File: config.mk
export PLATFORM = sky130hd
export DESIGN_NAME = sorted_insert_priority_queue_top
export DESIGN_NICKNAME = d
export VERILOG_FILES = /design/src/sipq_pkg.sv /design/src/sipq_cell.sv /design/src/sorted_insert_priority_queue_top.sv
export SDC_FILE = /design/constraint.sdc
export NUM_CORES = 1
export LEC_CHECK = 0
export BUFFER_PORTS_ARGS = -buffer_cell sky130_fd_sc_hd__buf_2
export CAP_MARGIN = 40
export CORE_MARGIN = 2
export CORE_UTILIZATION = 42
export DETAILED_ROUTE_END_ITERATION = 12
export PLACE_DENSITY_LB_ADDON = 0.1
export SLEW_MARGIN = 20
export SYNTH_ARGS = -nofsm -noshare
export SYNTH_HDL_FRONTEND = slang
export SYNTH_SLANG_ARGS = --single-unit
File: constraint.sdc
create_clock -name i_clk -period 7 [get_ports i_clk]
set_input_delay 1.4 -clock i_clk [delete_from_list [all_inputs] [get_ports i_clk]]
set_output_delay 1.4 -clock i_clk [all_outputs]
set_load 0.005 [all_outputs]
File: src/sipq_pkg.sv
// Shared types and constants for the sorted-insert priority queue.
// No dependencies.
package sipq_pkg;

    localparam int IdW     = 16;
    localparam int PrioW   = 16;
    localparam int StatusW = 2;
    localparam int FillW   = 5;

    localparam logic KIND_INSERT = 1'b0;
    localparam logic KIND_REMOVE = 1'b1;

    localparam logic [StatusW-1:0] STATUS_DONE  = 2'd0;
    localparam logic [StatusW-1:0] STATUS_FULL  = 2'd1;
    localparam logic [StatusW-1:0] STATUS_EMPTY = 2'd2;

    typedef logic        [IdW-1:0]   t_id;
    typedef logic signed [PrioW-1:0] t_prio;

    typedef struct packed {
        logic ins;
        logic rem;
    } t_cell_ctl;

endpackage

File: src/sipq_cell.sv
// One slot of the sorted table: holds an identifier and a priority.
// Depends on sipq_pkg.
module sipq_cell
    import sipq_pkg::*;
(
    input  logic      i_clk,
    input  t_cell_ctl i_ctl,
    input  logic      i_occupied,
    input  t_id       i_new_id,
    input  t_prio     i_new_prio,
    input  logic      i_left_take,
    input  t_id       i_left_id,
    input  t_prio     i_left_prio,
    input  t_id       i_right_id,
    input  t_prio     i_right_prio,
    output logic      o_take,
    output t_id       o_id,
    output t_prio     o_prio
);

    t_id   r_id;
    t_prio r_prio;

    // take: this slot is free or holds a strictly lower priority
    assign o_take = !i_occupied || (r_prio < i_new_prio);
    assign o_id   = r_id;
    assign o_prio = r_prio;

    always_ff @(posedge i_clk) begin
        if (i_ctl.ins && o_take) begin
            if (i_left_take) begin
                r_id   <= i_left_id;
                r_prio <= i_left_prio;
            end else begin
                r_id   <= i_new_id;
                r_prio <= i_new_prio;
            end
        end else if (i_ctl.rem) begin
            r_id   <= i_right_id;
            r_prio <= i_right_prio;
        end
    end

endmodule

File: src/sorted_insert_priority_queue_top.sv
// Top level of the sorted-insert priority queue: a chain of sipq_cell slots,
// the fill count and the result register.
// Depends on sipq_pkg and sipq_cell.
//
// Usage:
//   Input channel (i_in_valid / o_in_ready) carries one request: i_kind
//   selects insert (0) or remove head (1); i_item_id and i_prio are the entry
//   to insert. Output channel (o_out_valid / i_out_ready) returns one result
//   per request: o_status, o_head_id, o_head_prio, o_fill, o_is_empty.
//   Every slot compares its priority with the new one in parallel and shifts
//   toward its neighbor in the same cycle, so a request's result shows in
//   the result register in the cycle after it is accepted. Throughput is
//   one request per cycle while each result is taken; the result register
//   is the only stage. o_in_ready is high while the result register is empty
//   or being taken, so a stalled receiver holds the result and stops intake
//   after one request. Reset empties the queue and the result register; slot
//   contents are not cleared and are never read before being written.
module sorted_insert_priority_queue_top
    import sipq_pkg::*;
#(
    parameter int DEPTH = 16
)
(
    input  logic               i_clk,
    input  logic               i_rst_n,
    input  logic               i_in_valid,
    output logic               o_in_ready,
    input  logic               i_kind,
    input  logic [IdW-1:0]     i_item_id,
    input  logic signed [PrioW-1:0] i_prio,
    output logic               o_out_valid,
    input  logic               i_out_ready,
    output logic [StatusW-1:0] o_status,
    output logic [IdW-1:0]     o_head_id,
    output logic signed [PrioW-1:0] o_head_prio,
    output logic [FillW-1:0]   o_fill,
    output logic               o_is_empty
);

    localparam int CntW = $clog2(DEPTH + 1);

    logic [CntW-1:0]    r_count, n_count;
    logic               r_valid;
    logic [StatusW-1:0] r_status, n_status;
    t_id                r_head_id, n_head_id;
    t_prio              r_head_prio, n_head_prio;
    logic [FillW-1:0]   r_fill;
    logic               r_empty;

    logic        w_fire, w_full, w_none;
    logic [31:0] w_fill_wide;
    t_cell_ctl   w_ctl;
    logic        w_take [DEPTH];
    t_id         w_id   [DEPTH];
    t_prio       w_prio [DEPTH];

    assign o_in_ready = !r_valid || i_out_ready;
    assign w_fire     = i_in_valid && o_in_ready;
    assign w_full     = (r_count == CntW'(DEPTH));
    assign w_none     = (r_count == '0);

    assign w_ctl.ins = w_fire && (i_kind == KIND_INSERT) && !w_full;
    assign w_ctl.rem = w_fire && (i_kind == KIND_REMOVE) && !w_none;

    always_comb begin
        n_count     = r_count;
        n_status    = STATUS_DONE;
        n_head_id   = '0;
        n_head_prio = '0;
        if (i_kind == KIND_INSERT) begin
            if (w_full) begin
                n_status = STATUS_FULL;
            end else begin
                n_count = r_count + 1'b1;
            end
        end else begin
            if (w_none) begin
                n_status = STATUS_EMPTY;
            end else begin
                n_count     = r_count - 1'b1;
                n_head_id   = w_id[0];
                n_head_prio = w_prio[0];
            end
        end
    end

    assign w_fill_wide = 32'(n_count);

    for (genvar i = 0; i < DEPTH; i++) begin : g_cell
        logic  w_left_take;
        t_id   w_left_id, w_right_id;
        t_prio w_left_prio, w_right_prio;

        if (i == 0) begin : g_head
            assign w_left_take = 1'b0;
            assign w_left_id   = i_item_id;
            assign w_left_prio = i_prio;
        end else begin : g_body
            assign w_left_take = w_take[i-1];
            assign w_left_id   = w_id[i-1];
            assign w_left_prio = w_prio[i-1];
        end

        if (i == DEPTH - 1) begin : g_tail
            assign w_right_id   = w_id[i];
            assign w_right_prio = w_prio[i];
        end else begin : g_mid
            assign w_right_id   = w_id[i+1];
            assign w_right_prio = w_prio[i+1];
        end

        sipq_cell u_cell (
            .i_clk        (i_clk),
            .i_ctl        (w_ctl),
            .i_occupied   (r_count > CntW'(i)),
            .i_new_id     (i_item_id),
            .i_new_prio   (i_prio),
            .i_left_take  (w_left_take),
            .i_left_id    (w_left_id),
            .i_left_prio  (w_left_prio),
            .i_right_id   (w_right_id),
            .i_right_prio (w_right_prio),
            .o_take       (w_take[i]),
            .o_id         (w_id[i]),
            .o_prio       (w_prio[i])
        );
    end

    always_ff @(posedge i_clk) begin
        if (!i_rst_n) begin
            r_count <= '0;
            r_valid <= 1'b0;
        end else begin
            if (w_fire) begin
                r_count <= n_count;
                r_valid <= 1'b1;
            end else if (i_out_ready) begin
                r_valid <= 1'b0;
            end
        end
    end

    always_ff @(posedge i_clk) begin
        if (w_fire) begin
            r_status    <= n_status;
            r_head_id   <= n_head_id;
            r_head_prio <= n_head_prio;
            r_fill      <= w_fill_wide[FillW-1:0];
            r_empty     <= (n_count == '0);
        end
    end

    assign o_out_valid = r_valid;
    assign o_status    = r_status;
    assign o_head_id   = r_head_id;
    assign o_head_prio = r_head_prio;
    assign o_fill      = r_fill;
    assign o_is_empty  = r_empty;

endmodule
==> results by group <==
Routing
  • WL final: 113 mm
  • Drt via density: 6.20
  • Via Count: 27809
  • # DRC: 0
  • 1st-iter DRT viols: 2276
  • DRT antenna net count: 0
  • WL per Instance: 25.3 um
  • TritonRoute pass-1 iters: 8

STA
  • Setup TNS: 0 ns
  • Clock skew: between 0.02 and 0.03 ns
  • Slew margin rel.: 0.435
  • RSZ-0062 raised after global routing: no
  • Final Max Tran Viols: 0
  • Slew @ Worst Pin: 0.840 ns
  • Final setup violation count: 0
  • Final worst path period share: 0.695
  • Fmax: between 200 and 250 MHz
  • Final Hold Vio Count: 0
  • Post-route minimum period: between 4 and 5 ns

Power and ir drop
  • Flop pwr share: 0.423
  • Internal Power: 7.45 mW
  • Switching Fraction: 0.327
  • Clock share of power: 0.326
  • PwrDens: 284 nW/um^2
  • Total power: 11.1 mW
  • Combinational Power Share: 0.251
  • Max IR drop VDD: approximately 170 uV
  • Leakage: around 16 nW
  • Sw power: 3.62 mW

CTS
  • Worst skew pair latency: 0.64 ns
  • Clock Sinks: 558
  • CTS Hold Buffers Added: 0
  • CTS Root Cell: clkbuf_16
  • Inserted Clock Buffers: about 70
  • Cts repair resizes: 0
  • Setup Fix Bufs, Post-CTS: 0
  • CTS tree: yes
  • H-tree depth: 3
  • CTS clock-pin slew for the worst setup and hold paths: 0.05 ns
  • Max clock buf depth: 3

Die
  • Die ar.: between 80000 and 90000 um^2
  • Die Wd: roughly 290 um
  • Core Region: 83300 um^2
  • Top-level I/O count: 79
  • Site Rows: 106
  • Initial Utilization: 0.422
  • Die height: 293 um

Global route
  • Global-route wire length before repair: 174 mm
  • Gr ovfl total: 0
  • Total track usage: 0.261
  • Vias in the first global route: 28197
  • Initial antenna violation count: 3
  • Largest net degree at the start of global routing: 65

Placed design
  • GP Congestion: 0.899
  • DP Wirelength: 79.5 mm
  • Placed cell area: 36600 um^2
  • Port Buffers: 78

Status
  • Status: complete, no violations

Worst setup path
  • Worst EP required: 7.35 ns
  • Crit path DAT: 5.21 ns
  • Critical path cell sequence: buf_2 -> inv_1 -> buf_4 -> ha_1 -> a21o_1 -> a21o_1 -> a2111oi_0 -> o21ai_0 -> nand2_2 -> buf_4 -> mux2i_1 -> a21oi_1
  • Worst reg-to-reg path cell count: 9
  • Critical-path top delay cell: nand2_2
  • Max FO, Critical Path: 20
  • WS Path Type: in -> reg
  • Worst r2r dst: g_cell[5].u_cell.o_id[9]
  • Crit start category: input port
  • Worst R2R Setup Slack: 2.70 ns
  • Reg-to-reg startpoint: r_count[0]
  • Crit path largest cell delay: 0.67 ns
  • Worst setup EP type: flip-flop

Finish
  • Final Net Count: 3634
  • Area Overhead vs Synth: 10.9%
  • Post-route cell area: between 30000 and 40000 um^2
  • Layout cells sized above 1: 0.118
  • Fill count: approximately 8000
  • Area of the multi-input gates: 17300 um^2
  • Fin util: 0.468
  • Sequential cell area: 16700 um^2

Yosys
  • Number of synthesized flops with an enable pin: 552
  • Async S/R FF share, synth: 0
  • Yosys warns: 0
  • Synth Net Count: 3683
  • Ys flop type: edfxtp_1
  • Mapped Cells: between 3000 and 4000
  • Post-synth top area cell: edfxtp_1
  • Mapped Area: 35100 um^2
  • Register area share after synthesis: 0.475
  • Syn_area_per_cell: 10.3 um^2
  • Unique masters post-synth: 75
  • Cells taking the most area after synthesis: edfxtp_1, ha_1, mux2i_1
  • Yosys top cell area share: 0.472
  • #FFs+latches synth: 558

Worst hold path
  • Hold Crit Depth: 2
  • HP Class: reg -> reg
  • Hold_sp: o_out_valid
  • Min-Delay Endpoint: o_out_valid

Flow run
  • Max Cap Viol: 0
## how the worst max path moves through the flow
stage	start	end	slack [ns]	cells after the start
after floorplan	i_prio[6]	g_cell[14].u_cell.o_id[0]	0.68	11
after global placement	i_prio[11]	g_cell[4].u_cell.o_prio[10]	1.41	12
after detailed placement	i_prio[11]	g_cell[4].u_cell.o_prio[13]	1.22	12
after CTS	i_prio[11]	g_cell[4].u_cell.o_prio[13]	1.87	12
after global routing	i_prio[9]	g_cell[14].u_cell.o_id[7]	1.82	12
final	i_prio[9]	g_cell[14].u_cell.o_id[7]	2.14	12
## routing by layer
metal / vias up / share of wire / track usage
met3: 185 / 0.053 / 0.0282
li1: 12774 / - / -
met1: 13922 / 0.43 / 0.348
met2: 924 / 0.48 / 0.446
met5: - / 0.00024 / 0
met4: 4 / 0.030 / 0.0859
## cells in the mapped netlist (all sizes together), types with 3 or more instances
library cell	n
a22oi	49
nor2b	12
nor3	22
o22ai	3
nor4	3
a221oi	55
o21ai	259
nor2	305
a22o	31
nor3b	4
a311oi	31
a31oi	88
nand4	20
a211o	6
dfxtp	6
mux2i	290
nand3	11
a21o	46
a21oi	348
o211ai	9
mux2	64
or3	6
o22a	15
clkbuf	191
a2bb2oi	3
ha	245
and4	10
inv	39
and2	8
edfxtp	552
or2	3
a211oi	16
a31o	3
o31ai	5
o21a	12
nand2b	23
buf	99
a2111oi	8
and3	118
a21boi	4
nand2	355
## per-stage QoR
stage                     instances  hold slack (ns)  setup WS, ns
after detailed placement       4356            0.523          1.22
final                          4487            0.532          2.14
after global placement         4350            0.514          1.41
after CTS                      4481            0.532          1.87
after global routing           4486            0.578          1.82
after floorplan                3401            0.522         0.677
## final cells by class
cell class	count	area share
clock inverters	30	0.00854
repair buffers	170	0.0324
multi-input cells	2513	0.443
flip-flops and latches	558	0.428
diodes	1	0.0000642
inverters	40	0.00385
well taps	1080	0.0347
clock buffers	95	0.0489
## sequential cells by signal, summed over array words and instances (netlist names)
signal and flops:
o_status 2, o_head_id 16, o_is_empty 1, g_cell.u_cell.o_id 256, o_fill 5, g_cell.u_cell.o_prio 256, r_count 5, o_head_prio 16
o_out_valid 1
## kinds of logic after synthesis
logic type      share of synthesized area
buf+inv                            0.0401
flops                               0.475
xor+xnor                         0.000499
mux                                 0.103
fa+ha+maj                          0.0872
simple gates                        0.115
compound gates                      0.179
## worst max-delay path: cells and delay by family
family,cells,cell delay (ns)
buffers and inverters,4,1.40
AOI/OAI and AO/OA,5,1.13
and+or+nand+nor,1,0.67
adders and majority gates,1,0.33
muxes,1,0.22
## power by group through the flow
| stage | clock network [mW] | registers [mW] | logic [mW] |
|---|---|---|---|
| 2_1_floorplan | 0 | 4.57 | 1.93 |
| 3_3_place_gp | 0 | 4.74 | 2.64 |
| 3_5_place_dp | 0 | 4.75 | 2.73 |
| 4_1_cts | 3.68 | 4.68 | 2.74 |
| 5_1_grt | 3.79 | 4.72 | 3.08 |
| 6_report | 3.61 | 4.68 | 2.78 |
## cell usage in the layout (no fill, tap or decap), types with 19 or more instances in the layout
cell / count
buf_2: 78
buf_4: 78
nand2_1: 352
nand4_1: 20
nor3_1: 22
ha_1: 245
nand2b_1: 22
o21ai_0: 247
clkbuf_1: 19
a31oi_1: 86
a22oi_1: 49
a21oi_1: 324
a221oi_1: 55
nor2_1: 290
edfxtp_1: 552
mux2_2: 64
and3_1: 118
a21o_1: 45
mux2i_1: 289
clkbuf_16: 70
a21oi_2: 19
inv_1: 38
a22o_1: 31
a311oi_1: 31
Power figures use the tool's default switching activity.
